File: config.mk
export PLATFORM = sky130hd
export DESIGN_NAME = multi_slot_timer_table
export DESIGN_NICKNAME = d
export VERILOG_FILES = /design/src/mstt_pkg.sv /design/src/mstt_alu.sv /design/src/mstt_slots.sv /design/src/multi_slot_timer_table.sv
export VERILOG_INCLUDE_DIRS = /design/src /design/src/src
export SDC_FILE = /design/constraint.sdc
export NUM_CORES = 1
export LEC_CHECK = 0
export BUFFER_PORTS_ARGS = -buffer_cell sky130_fd_sc_hd__buf_2
export CAP_MARGIN = 5
export CORE_MARGIN = 10
export CORE_UTILIZATION = 56
export DETAILED_ROUTE_END_ITERATION = 10
export PLACE_DENSITY = 0.79
export SKIP_LAST_GASP = 1
export SLEW_MARGIN = 25
export SYNTH_ARGS = -nofsm -noshare
export SYNTH_HDL_FRONTEND = slang
export SYNTH_SLANG_ARGS = --single-unit
File: constraint.sdc
create_clock -name clk -period 7.65 [get_ports clk]
set_input_delay 0.765 -clock clk [delete_from_list [all_inputs] [get_ports clk]]
set_output_delay 0.765 -clock clk [all_outputs]
set_load 0.02 [all_outputs]
File: src/multi_slot_timer_table_macros.svh
// assertion helpers for the timer table top module
`ifndef MULTI_SLOT_TIMER_TABLE_MACROS_SVH
`define MULTI_SLOT_TIMER_TABLE_MACROS_SVH

// condition that must hold on every clock edge out of reset
`define MSTT_ASSERT(lbl, cond, msg) \
	lbl: assert property (@(posedge clk) disable iff (!arst_n) (cond)) else $error(msg);

// condition that must be followed by another one on the next edge
`define MSTT_ASSERT_NEXT(lbl, pre, post, msg) \
	lbl: assert property (@(posedge clk) disable iff (!arst_n) (pre) |=> (post)) \
		else $error(msg);

`endif

File: src/mstt_pkg.sv
package mstt_pkg;

	localparam int SLOTS     = 8;
	localparam int TICK_BITS = 32;
	localparam int IDX_W     = (SLOTS > 1) ? $clog2(SLOTS) : 1;
	localparam int CNT_W     = $clog2(SLOTS + 1);
	localparam int CMP_W     = (TICK_BITS > 32) ? TICK_BITS : 32;

	localparam logic [2:0] KIND_REG   = 3'd0;
	localparam logic [2:0] KIND_UNREG = 3'd1;
	localparam logic [2:0] KIND_TICK  = 3'd2;
	localparam logic [2:0] KIND_SCAN  = 3'd3;
	localparam logic [2:0] KIND_RTICK = 3'd4;

	localparam logic [1:0] MODE_PERIODIC = 2'd0;
	localparam logic [1:0] MODE_ONESHOT  = 2'd1;
	localparam logic [1:0] MODE_EVERY    = 2'd2;

	localparam logic [1:0] RES_DONE  = 2'd0;
	localparam logic [1:0] RES_FULL  = 2'd1;
	localparam logic [1:0] RES_FIRED = 2'd2;

	typedef struct packed {
		logic [2:0]  kind;
		logic [31:0] tmr_id;
		logic [31:0] timeout_ticks;
		logic [1:0]  timer_mode;
	} cmd_t;

	typedef struct packed {
		logic [1:0]  result_kind;
		logic [31:0] fired_id;
		logic [31:0] fired_timeout;
		logic [3:0]  active_count;
		logic        last;
	} result_t;

	typedef struct packed {
		logic                 set;
		logic                 clr;
		logic                 adv;
		logic [IDX_W-1:0]     idx;
		logic [31:0]          id;
		logic [31:0]          timeout;
		logic [1:0]           mode;
		logic [TICK_BITS-1:0] start;
	} slot_wr_t;

	typedef struct packed {
		logic                 valid;
		logic [31:0]          id;
		logic [31:0]          timeout;
		logic [1:0]           mode;
		logic [TICK_BITS-1:0] start;
	} slot_rd_t;

endpackage

File: src/mstt_alu.sv
module mstt_alu (
	input  logic [mstt_pkg::TICK_BITS-1:0] tick,
	input  logic [mstt_pkg::TICK_BITS-1:0] start_tick,
	input  logic [31:0]                    timeout,
	output logic                           expired,
	output logic [mstt_pkg::TICK_BITS-1:0] next_start
);
	import mstt_pkg::*;

	logic [TICK_BITS-1:0] elapsed;
	logic [CMP_W-1:0]     sum;

	// modular elapsed time, compared against the timeout at the wider width
	assign elapsed    = tick - start_tick;
	assign expired    = CMP_W'(elapsed) > CMP_W'(timeout);
	assign sum        = CMP_W'(start_tick) + CMP_W'(timeout);
	assign next_start = sum[TICK_BITS-1:0];

endmodule

File: src/mstt_slots.sv
module mstt_slots (
	input  logic                        clk,
	input  logic                        arst_n,
	input  mstt_pkg::slot_wr_t          wr,
	input  logic [mstt_pkg::IDX_W-1:0]  rd_idx,
	output mstt_pkg::slot_rd_t          rd
);
	import mstt_pkg::*;

	logic [SLOTS-1:0]     valid_q;
	logic [31:0]          id_q      [SLOTS];
	logic [31:0]          timeout_q [SLOTS];
	logic [1:0]           mode_q    [SLOTS];
	logic [TICK_BITS-1:0] start_q   [SLOTS];

	always_ff @(posedge clk or negedge arst_n) begin
		if (!arst_n) begin
			valid_q <= '0;
		end else if (wr.set) begin
			valid_q[wr.idx] <= 1'b1;
		end else if (wr.clr) begin
			valid_q[wr.idx] <= 1'b0;
		end
	end

	always_ff @(posedge clk) begin
		if (wr.set) begin
			id_q[wr.idx]      <= wr.id;
			timeout_q[wr.idx] <= wr.timeout;
			mode_q[wr.idx]    <= wr.mode;
		end
		if (wr.set || wr.adv) begin
			start_q[wr.idx] <= wr.start;
		end
	end

	assign rd.valid   = valid_q[rd_idx];
	assign rd.id      = id_q[rd_idx];
	assign rd.timeout = timeout_q[rd_idx];
	assign rd.mode    = mode_q[rd_idx];
	assign rd.start   = start_q[rd_idx];

endmodule

File: src/multi_slot_timer_table.sv
// channel   direction  handshake              payload
// command   in         start high, busy low   cmd (cmd_t)
// result    out        strobe, one cycle      result (result_t)
//
// tick, reset-tick, unknown kinds, a full or id-zero register and an id-zero
// unregister: result in the cycle after the item, busy stays low.
// register / unregister: one slot per cycle through the single slot read port,
// busy until the search ends and the done state gives the final result.
// scan: an evaluate pass over the slots through the compare unit, then an emit
// pass that gives a result per fired slot, then the done state.
// asynchronous reset clears slot valid bits, count and tick at once.
// the receiver cannot stall: each result is shown for exactly one cycle.
module multi_slot_timer_table (
	input  logic              clk,
	input  logic              arst_n,
	input  logic              start,
	output logic              busy,
	input  mstt_pkg::cmd_t    cmd,
	output logic              strobe,
	output mstt_pkg::result_t result
);
	import mstt_pkg::*;

	`include "multi_slot_timer_table_macros.svh"

	localparam logic [2:0] ST_IDLE   = 3'd0;
	localparam logic [2:0] ST_SEARCH = 3'd1;
	localparam logic [2:0] ST_EVAL   = 3'd2;
	localparam logic [2:0] ST_EMIT   = 3'd3;
	localparam logic [2:0] ST_DONE   = 3'd4;

	logic [2:0]           state_q, state_d;
	logic [IDX_W-1:0]     idx_q, idx_d;
	logic [CNT_W-1:0]     occ_q, occ_d;
	logic [TICK_BITS-1:0] tick_q, tick_d;
	logic [SLOTS-1:0]     fire_q, fire_d;
	logic                 strobe_q, emit;
	cmd_t                 item_q, item_d;
	result_t              result_q, res_d;
	slot_wr_t             wr;
	slot_rd_t             rd;
	logic                 expired;
	logic [TICK_BITS-1:0] next_start;
	logic                 idx_last;
	logic                 accept;
	logic                 fire;

	mstt_slots u_slots (
		.clk    (clk),
		.arst_n (arst_n),
		.wr     (wr),
		.rd_idx (idx_q),
		.rd     (rd)
	);

	mstt_alu u_alu (
		.tick       (tick_q),
		.start_tick (rd.start),
		.timeout    (rd.timeout),
		.expired    (expired),
		.next_start (next_start)
	);

	assign busy     = (state_q != ST_IDLE);
	assign accept   = start && !busy;
	assign idx_last = (idx_q == IDX_W'(SLOTS - 1));
	assign fire     = rd.valid && ((rd.mode == MODE_EVERY) ||
		(((rd.mode == MODE_PERIODIC) || (rd.mode == MODE_ONESHOT)) && expired));

	always_comb begin
		state_d = state_q;
		idx_d   = idx_q;
		occ_d   = occ_q;
		tick_d  = tick_q;
		fire_d  = fire_q;
		item_d  = item_q;
		emit    = 1'b0;
		res_d   = '0;
		wr      = '0;
		wr.idx  = idx_q;
		res_d.active_count = 4'(occ_q);
		unique case (state_q)
			ST_IDLE: begin
				if (accept) begin
					item_d = cmd;
					unique case (cmd.kind)
						KIND_REG: begin
							if (occ_q >= CNT_W'(SLOTS)) begin
								emit              = 1'b1;
								res_d.result_kind = RES_FULL;
								res_d.last        = 1'b1;
							end else if (cmd.tmr_id == '0) begin
								emit       = 1'b1;
								res_d.last = 1'b1;
							end else begin
								state_d = ST_SEARCH;
								idx_d   = '0;
							end
						end
						KIND_UNREG: begin
							if (cmd.tmr_id == '0) begin
								emit       = 1'b1;
								res_d.last = 1'b1;
							end else begin
								state_d = ST_SEARCH;
								idx_d   = '0;
							end
						end
						KIND_TICK: begin
							tick_d     = tick_q + 1'b1;
							emit       = 1'b1;
							res_d.last = 1'b1;
						end
						KIND_SCAN: begin
							state_d = ST_EVAL;
							idx_d   = '0;
						end
						KIND_RTICK: begin
							tick_d     = '0;
							emit       = 1'b1;
							res_d.last = 1'b1;
						end
						default: begin
							emit       = 1'b1;
							res_d.last = 1'b1;
						end
					endcase
				end
			end
			ST_SEARCH: begin
				if (item_q.kind == KIND_REG) begin
					// first free slot takes the timer
					if (!rd.valid) begin
						wr.set     = 1'b1;
						wr.id      = item_q.tmr_id;
						wr.timeout = item_q.timeout_ticks;
						wr.mode    = item_q.timer_mode;
						wr.start   = tick_q;
						occ_d      = occ_q + 1'b1;
						state_d    = ST_DONE;
					end else if (idx_last) begin
						state_d = ST_DONE;
					end else begin
						idx_d = idx_q + 1'b1;
					end
				end else begin
					if (rd.valid && (rd.id == item_q.tmr_id)) begin
						wr.clr = 1'b1;
						occ_d  = occ_q - 1'b1;
					end
					if (idx_last) begin
						state_d = ST_DONE;
					end else begin
						idx_d = idx_q + 1'b1;
					end
				end
			end
			ST_EVAL: begin
				// updates go in now so the count is final before any result
				fire_d[idx_q] = fire;
				if (rd.valid && expired && (rd.mode == MODE_PERIODIC)) begin
					wr.adv   = 1'b1;
					wr.start = next_start;
				end
				if (rd.valid && expired && (rd.mode == MODE_ONESHOT)) begin
					wr.clr = 1'b1;
					occ_d  = occ_q - 1'b1;
				end
				if (idx_last) begin
					state_d = ST_EMIT;
					idx_d   = '0;
				end else begin
					idx_d = idx_q + 1'b1;
				end
			end
			ST_EMIT: begin
				// id and timeout stay in the slot even after a one-shot frees it
				if (fire_q[idx_q]) begin
					emit                = 1'b1;
					res_d.result_kind   = RES_FIRED;
					res_d.fired_id      = rd.id;
					res_d.fired_timeout = rd.timeout;
				end
				if (idx_last) begin
					state_d = ST_DONE;
				end else begin
					idx_d = idx_q + 1'b1;
				end
			end
			ST_DONE: begin
				emit       = 1'b1;
				res_d.last = 1'b1;
				state_d    = ST_IDLE;
			end
			default: begin
				state_d = ST_IDLE;
			end
		endcase
	end

	always_ff @(posedge clk or negedge arst_n) begin
		if (!arst_n) begin
			state_q  <= ST_IDLE;
			idx_q    <= '0;
			occ_q    <= '0;
			tick_q   <= '0;
			fire_q   <= '0;
			strobe_q <= 1'b0;
		end else begin
			state_q  <= state_d;
			idx_q    <= idx_d;
			occ_q    <= occ_d;
			tick_q   <= tick_d;
			fire_q   <= fire_d;
			strobe_q <= emit;
		end
	end

	always_ff @(posedge clk) begin
		item_q   <= item_d;
		result_q <= res_d;
	end

	assign strobe = strobe_q;
	assign result = result_q;

	`MSTT_ASSERT(a_occ_range, occ_q <= CNT_W'(SLOTS), "slot count above table size")
	`MSTT_ASSERT_NEXT(a_scan_busy, accept && (cmd.kind == KIND_SCAN), busy,
		"scan item did not start the sequencer")
	`MSTT_ASSERT(a_last_idle, !(strobe && result.last) || !busy,
		"final result while sequencer still busy")
	`MSTT_ASSERT(a_mid_busy, !(strobe && !result.last) || busy,
		"non-final result outside a scan")
	`MSTT_ASSERT(a_fired_id, !(strobe && (result.result_kind == RES_FIRED)) ||
		(result.fired_id != '0), "fired result with id zero")

endmodule
==> impl_metrics.env, run 1 <==
export IMPL_status="complete, no violations"
export IMPL_cp_required_ns=7.98
export IMPL_synth_top_cell_area_share_pct=62.51
export IMPL_instances_no_fill=4012
export IMPL_async_reset_ff_share_pct=6.002
export IMPL_regArea_mm2=0.02852
export IMPL_synth_area_mm2=0.04098
export IMPL_die_x_um=290.5
export IMPL_crit_slowest_cell="dfrtp_4"
export IMPL_postRouteAntennaNets=0
export IMPL_n_fill_cell=4963
export IMPL_clock_path_buffers=3
export IMPL_ys_types=84
export IMPL_numCtsBuffers=96
export IMPL_worstMarginPinSlew_ns=1.219
export IMPL_die_y_um=290.5
export IMPL_syn_avg_cell_area_um2=14.80
export IMPL_synthCells=2769
export IMPL_clk_insertion_delay_late_ns=0.66
export IMPL_rows=99
export IMPL_grt_use_total_pct=25.65
export IMPL_leakagePower_nw=16.49
export IMPL_holdBufCountCts=0
export IMPL_yosysMostFrequentCell="edfxtp_1"
export IMPL_hold_slack_ns=0.2803
export IMPL_cap_violations=0
export IMPL_drt_wl_total_um=112100
export IMPL_timing_fmax_mhz=139.1
export IMPL_period_share_pct=94.01
export IMPL_wire_per_inst_um=27.95
export IMPL_multi_input_area_mm2=0.01176
export IMPL_synth_top_cells_by_count="853 x edfxtp_1, 156 x nor2_1, 128 x a22oi_1"
export IMPL_ys_seq_elements=983
export IMPL_antenna_found_initial=1
export IMPL_crit_path_max_incr_delay_ns=0.60
export IMPL_areaGrowthSynthToFinish_pct=13.74
export IMPL_grt_max_degree=60
export IMPL_hpwl_um=70710
export IMPL_clk_pin_slew_worst_paths_ns=0.06
export IMPL_htreeDepth=3
export IMPL_yosysWarningCount=0
export IMPL_start_util_pct=56.36
export IMPL_synth_area_leaders="edfxtp_1 63%, dfrtp_1 3.6%, dfxtp_1 3.5%, ha_1 3.1%, a22oi_1 2.3%"
export IMPL_drive_above_1_share_pct=16.64
export IMPL_ios=145
export IMPL_setup_viol_count_final=0
export IMPL_cts_tree="done"
export IMPL_overflow=0
export IMPL_grt_pass1_vias=25914
export IMPL_timing_slew_headroom_pct=17.89
export IMPL_slew_viol_final=0
export IMPL_synth_top_cell_by_area="edfxtp_1"
export IMPL_num_vias=26272
export IMPL_cts_root_buffer="clkbuf_16"
export IMPL_nets=3144
export IMPL_die_area_mm2=0.08440
export IMPL_clkSinkCount=983
export IMPL_dp_cells=3831
export IMPL_drc_errors=0
export IMPL_hold_path_class="primary input to register"
export IMPL_pwr_density_cell_mw_per_mm2=426.9
export IMPL_rsz0062_at_grt="false"
export IMPL_first_pass_iters=6
export IMPL_clock_skew_ns=0.02592
export IMPL_min_period_ns=7.192
export IMPL_synth_edf_count=853
export IMPL_gp_congestion=0.8922
export IMPL_cp_arrival_ns=7.53
export IMPL_ir_drop_uv=277.9
export IMPL_portBuffers=144
export IMPL_viasPerCell=6.548
export IMPL_hold_viol=0
export IMPL_crit_path_max_fanout=21
export IMPL_critical_path_startpoint_type="register"
export IMPL_synth_top_flop_cell="edfxtp_1"
export IMPL_critPathKind="register to register"
export IMPL_grt_first_pass_wirelength_um=165500
export IMPL_endpoint_kind="register"
export IMPL_core_area_mm2=0.07271
export IMPL_cpLargestDelayFamily="compound AO/OA/AOI/OAI gates"
export IMPL_syn_nets=2943
export IMPL_crit_buf_inv=5
export IMPL_drtIter0Drc=3403
export IMPL_ys_seq_area_share_pct=69.58
==> per-layer routing <==
layer	wire length (um)	track usage [%]	share of wire [%]
met5	0	0	0
met4	3951	10.09	3.5
met3	10930	4.547	9.7
met2	54180	42.18	48
met1	43080	33.61	38
==> sequential cells by signal (all words and copies together) (netlist names), named ones only <==
signal and cells:
item_q 69, fire_q 8, u_slots.timeout_q 256, u_slots.mode_q 16, tick_q 32, result 71
idx_q 3, occ_q 4, u_slots.start_q 256, strobe 1, u_slots.id_q 256, state_q 3
==> cell families after synthesis <==
logic type | synth area share (%)
XOR/XNOR | 2.223
AO/OA/AOI/OAI | 11.42
adder cells (fa/ha/maj) | 3.151
multiplexers | 3.954
buffers and inverters | 2.229
flip-flops | 69.58
AND/OR/NAND/NOR | 7.447
==> final cells by class <==
class	count	share of cell area (%)
clock inverter	52	1.127
timing repair buffer	237	3.347
multi-input combinational	1559	25.23
clock buffer	128	5.771
tap	959	2.574
antenna	1	0.005369
sequential	983	61.19
inverter	93	0.7516
==> timing repair <==
item	in CTS	in global routing
setup buffers	0	0
gates resized for setup	0	7
endpoints found under the setup margin	0	494
==> stage by stage <==
stage | setup slack (ns) | TNS, ns | util [%] | cell area [um^2] | power (mW)
final | 0.4584 | 0 | 64.10 | 46610 | 19.90
after CTS | 0.2426 | 0 | 64.05 | 46570 | 19.74
after detailed placement | 0.2811 | 0 | 59.63 | 43360 | 14.97
after floorplan | -0.01566 | -4.009 | - | 40980 | 11.92
after global placement | 0.5478 | 0 | 59.63 | 43360 | 14.89
after global routing | 0.04190 | 0 | 64.10 | 46610 | 20.77
==> report_power, final <==
part / switching [mW] / internal (mW) / leakage, nW
Combinational: 5.73 / 3.28 / 6.18
Sequential: 0.160 / 5.96 / 8.73
Clock: 2.03 / 2.73 / 1.58
==> worst paths after layout <==
kind / depth (start not counted) / slack (ns) / from / endpoint
hold reg to reg: 0 / 0.45 / occ_q[2]$_DFFE_PN0P_ / result[3]$_DFF_P_
setup reg to reg: 29 / 0.46 / idx_q[2]$_DFFE_PN0P_ / u_slots.start_q[5][6]$_DFFE_PP_
setup / recovery: 29 / 0.46 / idx_q[2]$_DFFE_PN0P_ / u_slots.start_q[5][6]$_DFFE_PP_
hold / removal: 1 / 0.28 / cmd[31] / item_q[31]$_DFFE_PP_
min in group asynchronous: 2 / 0.32 / arst_n / async pin
max in group asynchronous: 2 / 6.64 / arst_n / idx_q[0]$_DFFE_PN0P_
==> placed cells by master, fill, tap and decap left out, types with 67 or more instances in the layout <==
cell type	n
nor2_1	137
mux2i_1	67
and2_1	81
buf_4	81
a21oi_1	98
dfxtp_1	71
a22oi_1	128
nand2_1	92
buf_2	144
o21ai_0	93
ha_1	100
inv_1	92
a22o_1	79
edfxtp_1	853
clkbuf_16	99
Note: power is estimated with default switching activity, not from simulation.
==> run 2: changes to the inputs <==
CORE_MARGIN = 1   (was 10)
REMOVE_ABC_BUFFERS = 1   (was not set)
SETUP_SLACK_MARGIN = 0.1   (was not set)
==> run 2 against run 1 <==
Final cell count increased by 0.37%. Sequential power about the same. Largest power group unchanged. First-iteration DRC count increased by 14%.
==> impl_metrics.env, run 2 (synthesis gave the netlist of run 1 again) <==
export IMPL_antenna_found_initial=0
export IMPL_portBuffers=144
export IMPL_nets=3171
export IMPL_wire_per_inst_um=27.88
export IMPL_instances_no_fill=4027
export IMPL_cap_violations=0
export IMPL_cp_required_ns=8.01
export IMPL_critPathKind="register to register"
export IMPL_grt_max_degree=68
export IMPL_p_sw_share_pct=39.57
export IMPL_drtIter0Drc=3863
export IMPL_worstMarginPinSlew_ns=1.118
export IMPL_rsz0062_at_grt="false"
export IMPL_regArea_mm2=0.02852
export IMPL_areaGrowthSynthToFinish_pct=14.31
export IMPL_final_core_util_pct=65.08
export IMPL_slew_viol_final=0
export IMPL_hold_path_class="primary input to async pin"
export IMPL_die_y_um=272.5
export IMPL_setup_viol_count_final=0
export IMPL_design_area_mm2=0.04684
export IMPL_drt_wl_total_um=112300
export IMPL_first_pass_iters=6
export IMPL_timing_slew_headroom_pct=23.57
export IMPL_cp_arrival_ns=7.63
export IMPL_n_fill_cell=4869
export IMPL_drive_above_1_share_pct=17.13
export IMPL_reg2reg_depth=27
export IMPL_grt_first_pass_wirelength_um=165000
export IMPL_ios=145
export IMPL_post_dp_cell_area_mm2=0.04348
export IMPL_postRouteAntennaNets=0
export IMPL_status="complete, no violations"
export IMPL_num_vias=26313
export IMPL_timing_fmax_mhz=137.5
export IMPL_grt_pass1_vias=25955
export IMPL_start_util_pct=56.93
export IMPL_multi_input_area_mm2=0.01175
export IMPL_ir_drop_uv=249.7
export IMPL_core_area_mm2=0.07198
export IMPL_reg_top3="u_slots.id_q (256), u_slots.start_q (256), u_slots.timeout_q (256)"
export IMPL_cts_tree="done"
export IMPL_pwr_density_cell_mw_per_mm2=423.8
export IMPL_htreeDepth=3
export IMPL_p_int_mw=12.00
export IMPL_hpwl_um=72430
export IMPL_final_common_cell="edfxtp_1"
export IMPL_combPwrFrac_pct=45.1
export IMPL_clock_power_share_pct=24.1
export IMPL_tns_ns=0
export IMPL_crit_path_max_fanout=21
export IMPL_leakagePower_nw=16.63
export IMPL_min_period_ns=7.275
export IMPL_layout_common_cells="853 x edfxtp_1, 144 x buf_2, 137 x nor2_1"
export IMPL_critical_path_startpoint_type="register"
export IMPL_power_switching_mw=7.855
export IMPL_clock_skew_ns=0.03819
export IMPL_period_share_pct=95.09
export IMPL_rows=98
export IMPL_endpoint_kind="register"
export IMPL_viasPerCell=6.534
export IMPL_seq_power_share_pct=30.8
export IMPL_clkSinkCount=983
export IMPL_drc_errors=0
export IMPL_hold_viol=0
export IMPL_diodes=0
export IMPL_grt_use_total_pct=30.14
export IMPL_numCtsBuffers=95
export IMPL_dp_cells=3837
export IMPL_die_x_um=272.5
export IMPL_cts_root_buffer="clkbuf_16"
export IMPL_die_area_mm2=0.07426
export IMPL_clock_path_buffers=3
export IMPL_clk_insertion_delay_late_ns=0.68
export IMPL_overflow=0
export IMPL_gp_congestion=0.9344
export IMPL_clk_pin_slew_worst_paths_ns=0.07
-- run 2: cell count changes in the layout (fill, tap and decap cells not counted), sizes merged --
cell | previous run | this run
clkinv | 33 | 31
buf | 237 | 265
clkinvlp | 5 | 6
clkbuf | 128 | 125
bufinv | 7 | 10
inv | 100 | 98
diode | 1 | 0
-- run 2: metrics by stage --
stage | setup WS [ns] | hold WS (ns) | total power [mW]
2_1_floorplan | -5.919 | 0.3988 | 11.89
3_3_place_gp | 0.3470 | 0.4282 | 14.79
3_5_place_dp | 0.1839 | 0.4386 | 14.90
4_1_cts | 0.2002 | 0.2325 | 19.68
5_1_grt | 0.03360 | 0.2465 | 20.74
6_report | 0.3754 | 0.2614 | 19.85
-- run 2: routing by layer --
layer	vias to the layer above	part of all wire [%]	track usage, %
met2	1670	46	46.79
met5	-	0	0
met4	0	3.5	12.11
met3	236	10	5.553
li1	11265	-	-
met1	13142	40	42.38
-- run 2: worst paths after layout --
check / endpoint / from / slack [ns]
setup / recovery: u_slots.start_q[7][27]$_DFFE_PP_ / idx_q[2]$_DFFE_PN0P_ / 0.38
hold / removal: tick_q[25]$_DFFE_PN0P_ / arst_n / 0.26
setup reg to reg: u_slots.start_q[7][27]$_DFFE_PP_ / idx_q[2]$_DFFE_PN0P_ / 0.38
hold reg to reg: result[3]$_DFF_P_ / occ_q[2]$_DFFE_PN0P_ / 0.45
max in group asynchronous: idx_q[0]$_DFFE_PN0P_ / arst_n / 6.68
min in group clk: item_q[26]$_DFFE_PP_ / cmd[26] / 0.26
-- run 2: final cells by class --
cell class                      instances  area share (%)
Inverter                               93          0.7452
Tap cell                              950           2.537
Sequential cell                       983           60.89
Clock inverter                         52           1.354
Timing Repair Buffer                  265           3.910
Clock buffer                          125           5.486
Multi-Input combinational cell       1559           25.08
-- run 2: timing repair --
| item | CTS | global route |
|---|---|---|
| resized for setup | 1 | 5 |
| setup buffers | 4 | 9 |
| pin swaps | 2 | 1 |
| hold buffers | 0 | 0 |
| setup endpoints to repair | 23 | 155 |
-- run 2: critical path: stages (launching register included) --
cell and delay [ns]:
dfrtp_4 0.61, mux2_2 0.39, a221oi_1 0.32, a21oi_1 0.09, a221oi_1 0.51, ha_1 0.34
nor2b_1 0.15, o31ai_1 0.34, a31oi_1 0.26, a21oi_1 0.29, o21ai_0 0.22, a2111oi_1 0.48
o21bai_1 0.12, a21oi_1 0.19, xnor2_1 0.14, ha_1 0.28, nand2_1 0.12, nor4_2 0.07
a41oi_1 0.20, a21boi_0 0.24, a31o_2 0.22, nand3_1 0.13, nor2_2 0.18, nor2_1 0.09
buf_12 0.16, buf_12 0.14, nor2_4 0.43, buf_12 0.24
-- run 2: power groups by stage --
stage | Sequential [mW] | Combinational (mW) | Clock (mW)
after floorplan | 6.39 | 5.51 | 0
after global placement | 6.21 | 8.58 | 0
after detailed placement | 6.22 | 8.68 | 0
after CTS | 6.11 | 8.76 | 4.80
after global routing | 6.13 | 9.60 | 5.01
final | 6.12 | 8.96 | 4.78
